$ cat config.mk
export PLATFORM = sky130hd
export DESIGN_NAME = gradient_breathing_led_frame
export DESIGN_NICKNAME = d
export VERILOG_FILES = /design/src/hw/rtl/gblf_pkg.sv /design/src/hw/rtl/gblf_front.sv /design/src/hw/rtl/gblf_queue.sv /design/src/hw/rtl/gblf_div.sv /design/src/hw/rtl/gblf_back.sv /design/src/hw/rtl/gradient_breathing_led_frame.sv
export SDC_FILE = /design/constraint.sdc
export NUM_CORES = 2
export LEC_CHECK = 0
export ABC_AREA = 1
export ABC_CLOCK_PERIOD_IN_PS = 8600
export BUFFER_PORTS_ARGS = -buffer_cell sky130_fd_sc_hd__buf_4
export CORE_ASPECT_RATIO = 1.75
export CORE_MARGIN = 4
export CORE_UTILIZATION = 40
export CTS_BUF_LIST = sky130_fd_sc_hd__clkbuf_4 sky130_fd_sc_hd__clkbuf_8
export CTS_CLUSTER_SIZE = 25
export DETAILED_ROUTE_END_ITERATION = 16
export GPL_TIMING_DRIVEN = 0
export PLACE_DENSITY_LB_ADDON = 0.05
export SLEW_MARGIN = 20
export SYNTH_ARGS = -nofsm -noshare
export SYNTH_HDL_FRONTEND = slang
export SYNTH_SLANG_ARGS = --single-unit
$ cat constraint.sdc
create_clock -name clk -period 8.6 [get_ports clk]
set_input_delay 0 -clock clk [delete_from_list [all_inputs] [get_ports clk]]
set_output_delay 0 -clock clk [all_outputs]
set_load 0.01 [all_outputs]
$ cat src/hw/rtl/gblf_pkg.sv
`default_nettype none

package gblf_pkg;

    // Field widths.
    localparam int TIME_W     = 32;
    localparam int INTERVAL_W = 16;
    localparam int COLOR_W    = 24;
    localparam int CHAN_W     = 8;
    localparam int PIX_W      = 7;
    localparam int IDX_W      = 6;
    localparam int LEVEL_W    = 5;
    localparam int MB_W       = 8;
    localparam int CCOUNT_W   = 2;
    localparam int CFG_W      = 24;
    localparam int CFG_ADDR_W = 3;
    localparam int DATA_IN_W  = 32;
    localparam int DATA_OUT_W = 32;

    // Blend divider: the quotient always fits one channel.
    localparam int DIVIDEND_W = 21;
    localparam int DIVISOR_W  = 13;
    localparam int QUO_W      = CHAN_W;

    localparam logic [LEVEL_W-1:0]   LEVEL_MIN = 5'd4;
    localparam logic [LEVEL_W-1:0]   LEVEL_MAX = 5'd20;
    localparam logic [DIVISOR_W-1:0] SCALE_DIV = 13'd5100;

    // Division by 5100 as a multiplication by ceil(2^34 / 5100) and a shift,
    // exact for every dividend below 2^21.
    localparam int                 SCALE_IN_W   = LEVEL_W + CHAN_W + MB_W;
    localparam int                 RECIP_W      = 22;
    localparam int                 SCALE_PROD_W = SCALE_IN_W + RECIP_W;
    localparam int                 SCALE_SHIFT  = 34;
    localparam logic [RECIP_W-1:0] SCALE_RECIP  = 22'd3368602;

    localparam int MAX_PIXELS_DEF  = 64;
    localparam int QUEUE_DEPTH_DEF = 2;

    typedef enum logic [CFG_ADDR_W-1:0] {
        REG_COLOR_FIRST    = 3'd0,
        REG_COLOR_SECOND   = 3'd1,
        REG_COLOR_THIRD    = 3'd2,
        REG_COLOR_COUNT    = 3'd3,
        REG_PIXEL_COUNT    = 3'd4,
        REG_MAX_BRIGHTNESS = 3'd5,
        REG_INTERVAL_MS    = 3'd6
    } cfg_reg_t;

    typedef struct packed {
        logic [COLOR_W-1:0]    color_first;
        logic [COLOR_W-1:0]    color_second;
        logic [COLOR_W-1:0]    color_third;
        logic [CCOUNT_W-1:0]   color_count;
        logic [PIX_W-1:0]      pixel_count;
        logic [MB_W-1:0]       max_brightness;
        logic [INTERVAL_W-1:0] interval_ms;
    } cfg_t;

    // One frame to render: the brightness level it uses and its pixel count.
    typedef struct packed {
        logic [LEVEL_W-1:0] level;
        logic [PIX_W-1:0]   count;
    } frame_cmd_t;

    typedef struct packed {
        logic                  start;
        logic [DIVIDEND_W-1:0] dividend;
        logic [DIVISOR_W-1:0]  divisor;
    } div_req_t;

    typedef struct packed {
        logic             done;
        logic [QUO_W-1:0] quotient;
    } div_rsp_t;

endpackage

`default_nettype wire

$ cat src/hw/rtl/gblf_front.sv
`default_nettype none

module gblf_front
    import gblf_pkg::*;
#(
    parameter int MAX_PIXELS = MAX_PIXELS_DEF
)
(
    input  wire logic                 clk,
    input  wire logic                 rst_n,
    input  wire cfg_t                 cfg,
    input  wire logic                 s_tvalid,
    output logic                      s_tready,
    input  wire logic [DATA_IN_W-1:0] s_tdata,
    input  wire logic                 queue_full,
    output logic                      push,
    output frame_cmd_t                push_cmd
);

    localparam logic [PIX_W-1:0] MAX_N =
        (MAX_PIXELS > (2 ** PIX_W - 1)) ? {PIX_W{1'b1}} : PIX_W'(MAX_PIXELS);

    logic [TIME_W-1:0]  last_reg;
    logic [LEVEL_W-1:0] level_reg;
    logic               rising_reg;
    logic [TIME_W-1:0]  elapsed;
    logic               accept;
    logic               frame_due;

    assign s_tready  = !queue_full;
    assign accept    = s_tvalid && s_tready;
    assign elapsed   = s_tdata[TIME_W-1:0] - last_reg;
    assign frame_due = elapsed >= {{(TIME_W-INTERVAL_W){1'b0}}, cfg.interval_ms};
    assign push      = accept && frame_due;

    assign push_cmd.level = level_reg;
    assign push_cmd.count = (cfg.pixel_count > MAX_N) ? MAX_N : cfg.pixel_count;

    always_ff @(posedge clk or negedge rst_n)
    begin
        if (!rst_n)
        begin
            last_reg   <= '0;
            level_reg  <= LEVEL_MIN;
            rising_reg <= 1'b1;
        end
        else if (push)
        begin
            last_reg <= s_tdata[TIME_W-1:0];
            // Triangle wave between the two level limits.
            if (rising_reg)
            begin
                if (level_reg + 1'b1 >= LEVEL_MAX)
                begin
                    level_reg  <= LEVEL_MAX;
                    rising_reg <= 1'b0;
                end
                else
                begin
                    level_reg <= level_reg + 1'b1;
                end
            end
            else
            begin
                if (level_reg - 1'b1 <= LEVEL_MIN)
                begin
                    level_reg  <= LEVEL_MIN;
                    rising_reg <= 1'b1;
                end
                else
                begin
                    level_reg <= level_reg - 1'b1;
                end
            end
        end
    end

endmodule

`default_nettype wire

$ cat src/hw/rtl/gblf_queue.sv
`default_nettype none

module gblf_queue
    import gblf_pkg::*;
#(
    parameter int DEPTH = QUEUE_DEPTH_DEF
)
(
    input  wire logic       clk,
    input  wire logic       rst_n,
    input  wire logic       push,
    input  wire frame_cmd_t push_data,
    input  wire logic       pop,
    output frame_cmd_t      pop_data,
    output logic            full,
    output logic            empty
);

    localparam int PTR_W = (DEPTH > 1) ? $clog2(DEPTH) : 1;
    localparam int CNT_W = $clog2(DEPTH + 1);
    localparam logic [PTR_W-1:0] LAST_PTR = PTR_W'(DEPTH - 1);
    localparam logic [CNT_W-1:0] FULL_CNT = CNT_W'(DEPTH);

    frame_cmd_t        entries_reg [DEPTH];
    logic [PTR_W-1:0]  wr_ptr_reg;
    logic [PTR_W-1:0]  rd_ptr_reg;
    logic [CNT_W-1:0]  count_reg;

    assign full     = (count_reg == FULL_CNT);
    assign empty    = (count_reg == '0);
    assign pop_data = entries_reg[rd_ptr_reg];

    always_ff @(posedge clk)
    begin
        if (push && !full)
        begin
            entries_reg[wr_ptr_reg] <= push_data;
        end
    end

    always_ff @(posedge clk or negedge rst_n)
    begin
        if (!rst_n)
        begin
            wr_ptr_reg <= '0;
            rd_ptr_reg <= '0;
            count_reg  <= '0;
        end
        else
        begin
            if (push && !full)
            begin
                wr_ptr_reg <= (wr_ptr_reg == LAST_PTR) ? '0 : wr_ptr_reg + 1'b1;
            end
            if (pop && !empty)
            begin
                rd_ptr_reg <= (rd_ptr_reg == LAST_PTR) ? '0 : rd_ptr_reg + 1'b1;
            end
            unique case ({push && !full, pop && !empty})
                2'b10:   count_reg <= count_reg + 1'b1;
                2'b01:   count_reg <= count_reg - 1'b1;
                default: count_reg <= count_reg;
            endcase
        end
    end

endmodule

`default_nettype wire

$ cat src/hw/rtl/gblf_div.sv
`default_nettype none

// Restoring divider producing one quotient bit per cycle. The caller
// guarantees that the quotient fits QUO_W bits.
module gblf_div
    import gblf_pkg::*;
(
    input  wire logic     clk,
    input  wire logic     rst_n,
    input  wire div_req_t req,
    output div_rsp_t      rsp
);

    localparam int SH_W  = DIVISOR_W + QUO_W - 1;
    localparam int CNT_W = $clog2(QUO_W);

    logic [DIVIDEND_W-1:0] rem_reg;
    logic [SH_W-1:0]       dsh_reg;
    logic [QUO_W-1:0]      quo_reg;
    logic [CNT_W-1:0]      cnt_reg;
    logic                  busy_reg;
    logic                  done_reg;
    logic                  fits;

    assign fits         = rem_reg >= DIVIDEND_W'(dsh_reg);
    assign rsp.done     = done_reg;
    assign rsp.quotient = quo_reg;

    always_ff @(posedge clk or negedge rst_n)
    begin
        if (!rst_n)
        begin
            rem_reg  <= '0;
            dsh_reg  <= '0;
            quo_reg  <= '0;
            cnt_reg  <= '0;
            busy_reg <= 1'b0;
            done_reg <= 1'b0;
        end
        else if (req.start)
        begin
            rem_reg  <= req.dividend;
            dsh_reg  <= {req.divisor, {(QUO_W-1){1'b0}}};
            quo_reg  <= '0;
            cnt_reg  <= CNT_W'(QUO_W - 1);
            busy_reg <= 1'b1;
            done_reg <= 1'b0;
        end
        else if (busy_reg)
        begin
            if (fits)
            begin
                rem_reg <= rem_reg - DIVIDEND_W'(dsh_reg);
            end
            quo_reg <= {quo_reg[QUO_W-2:0], fits};
            dsh_reg <= dsh_reg >> 1;
            if (cnt_reg == '0)
            begin
                busy_reg <= 1'b0;
                done_reg <= 1'b1;
            end
            else
            begin
                cnt_reg <= cnt_reg - 1'b1;
            end
        end
        else
        begin
            done_reg <= 1'b0;
        end
    end

endmodule

`default_nettype wire

$ cat src/hw/rtl/gblf_back.sv
`default_nettype none

module gblf_back
    import gblf_pkg::*;
(
    input  wire logic        clk,
    input  wire logic        rst_n,
    input  wire cfg_t        cfg,
    input  wire logic        queue_empty,
    input  wire frame_cmd_t  queue_cmd,
    output logic             pop,
    output logic             m_tvalid,
    input  wire logic        m_tready,
    output logic [DATA_OUT_W-1:0] m_tdata,
    output logic             m_tlast
);

    typedef enum logic [2:0] {
        ST_IDLE,
        ST_SETUP,
        ST_MIX,
        ST_MIX_WAIT,
        ST_LEVEL,
        ST_BRIGHT,
        ST_SCALE,
        ST_EMIT
    } state_t;

    localparam int MIX_W  = 2 * CHAN_W;
    localparam int PROD_W = LEVEL_W + CHAN_W;
    localparam logic [1:0] CH_BLUE = 2'd2;

    state_t             state_reg;
    logic [PIX_W-1:0]   j_reg;
    logic [PIX_W-1:0]   n_reg;
    logic [LEVEL_W-1:0] level_reg;
    logic [COLOR_W-1:0] a_reg;
    logic [COLOR_W-1:0] b_reg;
    logic [PIX_W-1:0]   num_reg;
    logic [PIX_W-1:0]   den_reg;
    logic [1:0]         ch_reg;
    logic [CHAN_W-1:0]  c_reg;
    logic [PROD_W-1:0]  prod_reg;
    logic [SCALE_IN_W-1:0] bright_reg;
    logic [CHAN_W-1:0]  red_reg;
    logic [CHAN_W-1:0]  green_reg;
    logic [CHAN_W-1:0]  blue_reg;

    logic               out_valid_reg;
    logic [IDX_W-1:0]   out_index_reg;
    logic [CHAN_W-1:0]  out_red_reg;
    logic [CHAN_W-1:0]  out_green_reg;
    logic [CHAN_W-1:0]  out_blue_reg;
    logic               out_last_reg;

    logic [COLOR_W-1:0] sel_a;
    logic [COLOR_W-1:0] sel_b;
    logic [PIX_W-1:0]   sel_num;
    logic [PIX_W-1:0]   sel_den;
    logic [PIX_W-1:0]   half;
    logic [CHAN_W-1:0]  a_ch;
    logic [CHAN_W-1:0]  b_ch;
    logic [MIX_W-1:0]   mix;
    logic [CHAN_W-1:0]  scaled;
    logic               out_free;
    div_req_t           div_req;
    div_rsp_t           div_rsp;

    function automatic logic [CHAN_W-1:0] chan_of(
        input logic [COLOR_W-1:0] color,
        input logic [1:0]         ch
    );
        unique case (ch)
            2'd0:    return color[23:16];
            2'd1:    return color[15:8];
            default: return color[7:0];
        endcase
    endfunction

    // Segment and weights for the current pixel.
    always_comb
    begin
        half    = n_reg >> 1;
        sel_a   = cfg.color_first;
        sel_b   = cfg.color_first;
        sel_num = '0;
        sel_den = PIX_W'(1);
        unique case (cfg.color_count)
            2'd2:
            begin
                sel_b   = cfg.color_second;
                sel_num = j_reg;
                sel_den = n_reg - 1'b1;
            end
            2'd3:
            begin
                if (j_reg < half)
                begin
                    sel_b   = cfg.color_second;
                    sel_num = j_reg;
                    sel_den = half - 1'b1;
                end
                else
                begin
                    sel_a   = cfg.color_second;
                    sel_b   = cfg.color_third;
                    sel_num = j_reg - half;
                    sel_den = half;
                end
            end
            default:
            begin
                sel_b = cfg.color_first;
            end
        endcase
        // A zero-length segment keeps its starting colour.
        if (sel_den == '0)
        begin
            sel_num = '0;
            sel_den = PIX_W'(1);
        end
    end

    assign a_ch = chan_of(a_reg, ch_reg);
    assign b_ch = chan_of(b_reg, ch_reg);
    assign mix  = MIX_W'(a_ch) * MIX_W'(den_reg - num_reg)
                + MIX_W'(b_ch) * MIX_W'(num_reg);

    // Truncating division of the scaled channel by 5100.
    assign scaled = CHAN_W'((SCALE_PROD_W'(bright_reg) * SCALE_PROD_W'(SCALE_RECIP))
                            >> SCALE_SHIFT);

    always_comb
    begin
        div_req.start    = 1'b0;
        div_req.dividend = '0;
        div_req.divisor  = '0;
        unique case (state_reg)
            ST_MIX:
            begin
                div_req.start    = 1'b1;
                div_req.dividend = DIVIDEND_W'(mix);
                div_req.divisor  = DIVISOR_W'(den_reg);
            end
            default:
            begin
                div_req.start = 1'b0;
            end
        endcase
    end

    gblf_div u_div (
        .clk   (clk),
        .rst_n (rst_n),
        .req   (div_req),
        .rsp   (div_rsp)
    );

    assign pop      = (state_reg == ST_IDLE) && !queue_empty;
    assign out_free = !out_valid_reg || m_tready;

    assign m_tvalid = out_valid_reg;
    assign m_tlast  = out_last_reg;
    assign m_tdata  = {{(DATA_OUT_W - IDX_W - 3 * CHAN_W){1'b0}},
                       out_blue_reg, out_green_reg, out_red_reg, out_index_reg};

    always_ff @(posedge clk or negedge rst_n)
    begin
        if (!rst_n)
        begin
            state_reg     <= ST_IDLE;
            j_reg         <= '0;
            n_reg         <= '0;
            level_reg     <= '0;
            a_reg         <= '0;
            b_reg         <= '0;
            num_reg       <= '0;
            den_reg       <= '0;
            ch_reg        <= '0;
            c_reg         <= '0;
            prod_reg      <= '0;
            bright_reg    <= '0;
            red_reg       <= '0;
            green_reg     <= '0;
            blue_reg      <= '0;
            out_valid_reg <= 1'b0;
            out_index_reg <= '0;
            out_red_reg   <= '0;
            out_green_reg <= '0;
            out_blue_reg  <= '0;
            out_last_reg  <= 1'b0;
        end
        else
        begin
            // A new pixel may replace the one leaving in the same cycle.
            if ((state_reg == ST_EMIT) && out_free)
            begin
                out_valid_reg <= 1'b1;
            end
            else if (out_valid_reg && m_tready)
            begin
                out_valid_reg <= 1'b0;
            end

            unique case (state_reg)
                ST_IDLE:
                begin
                    if (!queue_empty)
                    begin
                        n_reg     <= queue_cmd.count;
                        level_reg <= queue_cmd.level;
                        j_reg     <= '0;
                        // An empty strip still consumes its frame.
                        if (queue_cmd.count != '0)
                        begin
                            state_reg <= ST_SETUP;
                        end
                    end
                end
                ST_SETUP:
                begin
                    a_reg     <= sel_a;
                    b_reg     <= sel_b;
                    num_reg   <= sel_num;
                    den_reg   <= sel_den;
                    ch_reg    <= '0;
                    state_reg <= ST_MIX;
                end
                ST_MIX:
                begin
                    state_reg <= ST_MIX_WAIT;
                end
                ST_MIX_WAIT:
                begin
                    if (div_rsp.done)
                    begin
                        c_reg     <= div_rsp.quotient;
                        state_reg <= ST_LEVEL;
                    end
                end
                ST_LEVEL:
                begin
                    prod_reg  <= PROD_W'(c_reg) * PROD_W'(level_reg);
                    state_reg <= ST_BRIGHT;
                end
                ST_BRIGHT:
                begin
                    bright_reg <= SCALE_IN_W'(prod_reg) * SCALE_IN_W'(cfg.max_brightness);
                    state_reg  <= ST_SCALE;
                end
                ST_SCALE:
                begin
                    unique case (ch_reg)
                        2'd0:    red_reg   <= scaled;
                        2'd1:    green_reg <= scaled;
                        default: blue_reg  <= scaled;
                    endcase
                    if (ch_reg == CH_BLUE)
                    begin
                        state_reg <= ST_EMIT;
                    end
                    else
                    begin
                        ch_reg    <= ch_reg + 1'b1;
                        state_reg <= ST_MIX;
                    end
                end
                ST_EMIT:
                begin
                    if (out_free)
                    begin
                        out_index_reg <= j_reg[IDX_W-1:0];
                        out_red_reg   <= red_reg;
                        out_green_reg <= green_reg;
                        out_blue_reg  <= blue_reg;
                        out_last_reg  <= (j_reg + 1'b1 == n_reg);
                        if (j_reg + 1'b1 == n_reg)
                        begin
                            state_reg <= ST_IDLE;
                        end
                        else
                        begin
                            j_reg     <= j_reg + 1'b1;
                            state_reg <= ST_SETUP;
                        end
                    end
                end
                default:
                begin
                    state_reg <= ST_IDLE;
                end
            endcase
        end
    end

endmodule

`default_nettype wire

$ cat src/hw/rtl/gradient_breathing_led_frame.sv
// A timestamp transfer is taken in the cycle it is offered whenever the frame
// queue has room. With the back end idle, each pixel of a frame is set up, then
// blended, levelled and scaled per channel before it is presented at the output.
// The back end computes one pixel at a time, its pace set by the
// eight-step blend divider run once per channel; a slow sink stalls only on a full output.
// Reset (rst_n, asynchronous, active low) restores the default configuration,
// clears the frame time, sets the level to 4 rising and empties queue and output.
`default_nettype none

module gradient_breathing_led_frame
    import gblf_pkg::*;
#(
    parameter int MAX_PIXELS  = MAX_PIXELS_DEF,
    parameter int QUEUE_DEPTH = QUEUE_DEPTH_DEF
)
(
    input  wire logic                   clk,
    input  wire logic                   rst_n,

    // Timestamp stream.
    input  wire logic                   s_tvalid,
    output logic                        s_tready,
    input  wire logic [DATA_IN_W-1:0]   s_tdata,   // [31:0] now_ms

    // Pixel stream.
    output logic                        m_tvalid,
    input  wire logic                   m_tready,
    output logic [DATA_OUT_W-1:0]       m_tdata,   // [5:0] pixel_index, [13:6] red,
                                                   // [21:14] green, [29:22] blue, rest zero
    output logic                        m_tlast,   // frame_last

    // Configuration writes.
    input  wire logic                   cfg_we,
    input  wire logic [CFG_ADDR_W-1:0]  cfg_index,
    input  wire logic [CFG_W-1:0]       cfg_data
);

    // The design splits into a front end that decides, for every timestamp
    // transfer, whether a new frame is due, and a back end that renders the
    // pixels of each frame. A short queue of frame commands sits between them,
    // so timestamps keep being taken while a frame is still being drawn.

    cfg_t       cfg_reg;
    logic       push;
    frame_cmd_t push_cmd;
    logic       pop;
    frame_cmd_t pop_cmd;
    logic       queue_full;
    logic       queue_empty;

    // Configuration register file. Writes to unused indexes are ignored. The
    // registers are to be changed by the user only while the block is idle; the
    // block itself does not enforce this. Both ends read them directly.
    always_ff @(posedge clk or negedge rst_n)
    begin
        if (!rst_n)
        begin
            cfg_reg.color_first    <= 24'hFF0000;
            cfg_reg.color_second   <= 24'h0000FF;
            cfg_reg.color_third    <= 24'h00FF00;
            cfg_reg.color_count    <= 2'd1;
            cfg_reg.pixel_count    <= 7'd64;
            cfg_reg.max_brightness <= 8'd255;
            cfg_reg.interval_ms    <= 16'd50;
        end
        else if (cfg_we)
        begin
            unique case (cfg_index)
                REG_COLOR_FIRST:    cfg_reg.color_first    <= cfg_data[COLOR_W-1:0];
                REG_COLOR_SECOND:   cfg_reg.color_second   <= cfg_data[COLOR_W-1:0];
                REG_COLOR_THIRD:    cfg_reg.color_third    <= cfg_data[COLOR_W-1:0];
                REG_COLOR_COUNT:    cfg_reg.color_count    <= cfg_data[CCOUNT_W-1:0];
                REG_PIXEL_COUNT:    cfg_reg.pixel_count    <= cfg_data[PIX_W-1:0];
                REG_MAX_BRIGHTNESS: cfg_reg.max_brightness <= cfg_data[MB_W-1:0];
                REG_INTERVAL_MS:    cfg_reg.interval_ms    <= cfg_data[INTERVAL_W-1:0];
                default:            cfg_reg                <= cfg_reg;
            endcase
        end
    end

    // Front end: wrapping elapsed-time check, frame time capture and the
    // triangle-wave brightness level. Each due frame becomes one command
    // holding the level it is drawn at and its clamped pixel count.
    gblf_front #(
        .MAX_PIXELS (MAX_PIXELS)
    ) u_front (
        .clk        (clk),
        .rst_n      (rst_n),
        .cfg        (cfg_reg),
        .s_tvalid   (s_tvalid),
        .s_tready   (s_tready),
        .s_tdata    (s_tdata),
        .queue_full (queue_full),
        .push       (push),
        .push_cmd   (push_cmd)
    );

    gblf_queue #(
        .DEPTH (QUEUE_DEPTH)
    ) u_queue (
        .clk       (clk),
        .rst_n     (rst_n),
        .push      (push),
        .push_data (push_cmd),
        .pop       (pop),
        .pop_data  (pop_cmd),
        .full      (queue_full),
        .empty     (queue_empty)
    );

    // Back end: per pixel, picks the gradient segment, blends each channel
    // and scales it by level * max_brightness / 5100, both divisions truncating.
    // An output register holds one finished pixel while the next is computed.
    gblf_back u_back (
        .clk         (clk),
        .rst_n       (rst_n),
        .cfg         (cfg_reg),
        .queue_empty (queue_empty),
        .queue_cmd   (pop_cmd),
        .pop         (pop),
        .m_tvalid    (m_tvalid),
        .m_tready    (m_tready),
        .m_tdata     (m_tdata),
        .m_tlast     (m_tlast)
    );

endmodule

`default_nettype wire
==> flow_metrics.tcl <==
set metrics [dict create \
    drive_gt1_frac 0.0653 \
    cts_root_buf "clkbuf_8" \
    maxUsedRoutingLayer "met4" \
    wl_met2_um 67800 \
    worst_clock_skew_ps 57.9 \
    drt_pass1_iterations 7 \
    die_h_um 418 \
    rsz0062_at_grt "false" \
    yosysMostFrequentCell "nand2_1" \
    fin_ws_ps 1000 \
    area_delta_synth_final_pct 13.2 \
    critPathTopFamily "adder cells" \
    drt_first_iter_violations 1435 \
    dieArea_sq_um 101000 \
    timing.final.crit_share 0.883 \
    worstSetupPathType "reg2reg" \
    wirelength_met1_um 43200 \
    cts_made_buffers 71 \
    async_reset_ff_frac 0.940 \
    insertion_delay_ps 760 \
    synth_cells 4758 \
    synth_flop_cell "dfrtp_1" \
    synth_edf_count 24 \
    crit_path_max_fanout 8 \
    port_buffers 96 \
    hold_viol 0 \
    core-area_sq_um 95300 \
    tightest_slew_ps 1000 \
    cts_tree "done" \
    grt_pass1_vias 33897 \
    wirelength_um 120000 \
    yosysTopAreaCell "dfrtp_1" \
    worst_path_max_delay_cell "xnor2_1" \
    ys_seq_area_frac 0.267 \
    path_depth 31 \
    rr_worst_depth 31 \
    ff2ff_setup_slack_ps 1000 \
    largest_reg_flops 105 \
    startpoint_type "flop" \
    synth_top_area_share 0.222 \
    ys_warn_count 0 \
    cp.arrival_ps 8250 \
    end_kind "flop" \
    hp-class "in2reg" \
    hpwlAfterDp_um 99000 \
    max_slew_margin 0.331 \
    drc 0 \
    nets 5859 \
    rr_endpoint "u_back.u_div.rem_reg[12]" \
    synth-seq-cells 403 \
    die_x_um 242 \
    crit_start "u_back.num_reg[2]" \
    grt_pass1_wl_um 188000 \
    viasPerCell 5.02 \
    cts_buffer_depth 3 \
    start_util 0.402 \
    clock_sinks 403 \
    fmax_mhz 132 \
    tns_ps 0 \
    wl_per_cell_um 18.9 \
    yosys-top-cells-count "nand2_1 (1,060), inv_1 (982), ha_1 (394)" \
    pin_count 99 \
    whs_ps 80.2 \
    htreeDepth 3 \
    cp.required_ps 9260 \
    final.min_clock_period_ps 7600 \
    met3RoutedLength_um 3080 \
    synth_area_per_cell_sq_um 8.06 \
    cts_setup_buffers 0 \
    place.gp.congestion 0.933 \
    grt_max_degree 90 \
    crit_end "u_back.u_div.rem_reg[12]" \
    ant_nets 0 \
    cpMostUsedCell "nand2_1" \
    maxCapViolCount 0 \
    slowest_delay_ps 760 \
    grt_overflow 0 \
    setup_violations 0 \
    clk_pin_slew_worst_paths_ps 70 \
    num_vias 31726 \
    grt_antenna_before_repair 6 \
    rows 150 \
    critPathBufInv 5 \
    slew_violations 0 \
    status "complete, no violations" \
    synth.distinct_cells 53 \
    track_usage 0.239 \
    dp_slack_ps 1040 \
    rr_startpoint "u_back.num_reg[2]" \
    synth_area_leaders "dfrtp_1 (22%), fa_1 (19%), ha_1 (13%)" \
    synth_area_sq_um 38300 \
]
layout make-up:
cell class / instances / area (sq um)
fillers: 9752 / 52000
clock inverters: 27 / 273
repair buffers: 209 / 1960
well taps: 1216 / 1520
diodes: 3 / 7.51
multi-input cells: 3239 / 23900
plain buffers: 132 / 539
flip-flops and latches: 403 / 10300
clock buffers: 103 / 1290
inverters: 985 / 3700
per-layer routing:
layer,vias to the layer above,global-route usage
met5,-,0
met4,0,0.105
met3,250,0.0212
met2,584,0.485
met1,15348,0.244
li1,15544,-
cells in the final DEF, fill, tap and decap left out, types with 8 or more instances in the layout:
master         Yosys  final
dlygate4sd3_1      0    107
nand4_1           19     19
o211ai_1          24     24
nor3_1            40     40
buf_4              6    101
ha_1             394    394
nand3b_1          10     10
o21bai_1           9      9
o221ai_1          10     10
o21a_1             8      8
nand2_1         1060   1060
dfstp_2           39     39
clkbuf_4           0     21
edfxtp_1          24     24
clkinv_2           0     13
a21o_1            15     15
a32oi_1           11     11
o21ai_0          347    347
mux2_2            15     15
a31oi_1           22     22
fa_1             360    360
nor4_1             8      8
or2_2             15     15
a21oi_1          194    194
dfrtp_1          340    340
xnor2_1           39     39
nor2_1           293    292
clkbuf_8           0     82
inv_1            982    982
o22ai_1           50     50
clkbuf_1         112    112
nand3_1          181    181
xor2_1            51     51
nor2_2             7      8
worst min-delay path by stage:
stage | to | cells past startpoint | from | slack, ps
CTS | u_front.last_reg[3] | 4 | s_tdata[3] | 0.6
finish | u_front.last_reg[3] | 4 | s_tdata[3] | 80
floorplan | cfg_reg[0] | 0 | rst_n | -300
global placement | u_front.last_reg[18] | 3 | s_tdata[18] | 240
global route | u_front.last_reg[6] | 4 | s_tdata[6] | 80
detailed placement | u_back.u_div.rem_reg[18] | 1 | rst_n | -80
worst register-to-register path, delay by kind of cell, from the launching register on:
| family | cells | cell delay [ps] |
|---|---|---|
| and+or+nand+nor | 9 | 840 |
| AOI/OAI and AO/OA | 7 | 1190 |
| adders and majority gates | 8 | 3670 |
| DFF | 1 | 410 |
| xor gates and xnor gates | 2 | 940 |
| buffers and inverters | 5 | 450 |
stage by stage:
step	util	area, sq um	cells
6_report	0.455	43400	6317
5_1_grt	0.455	43400	6316
4_1_cts	0.455	43400	6314
3_5_place_dp	0.427	40700	6076
3_3_place_gp	0.426	40600	6071
2_1_floorplan	-	38300	4759
cell families (layout without fill, tap and decap cells):
kind of cell,after synthesis,in the layout,share of synthesized area
AND/OR/NAND/NOR,1647,1647,0.174
buffers and inverters,1117,1456,0.111
adder cells (fa/ha/maj),754,754,0.317
AO/OA/AOI/OAI,724,724,0.105
flip-flops,403,403,0.267
XOR/XNOR,90,90,0.0206
multiplexers,22,22,0.00623
other,1,5,0.0000978
repair_timing:
action	in CTS	in global routing
hold buffers	108	0
resized for setup	0	0
hold endpoints to repair	446	0
Power is left out: the tool's default activity adds up to more than one toggle a clock period on the data nets, which glitch-free logic cannot reach.
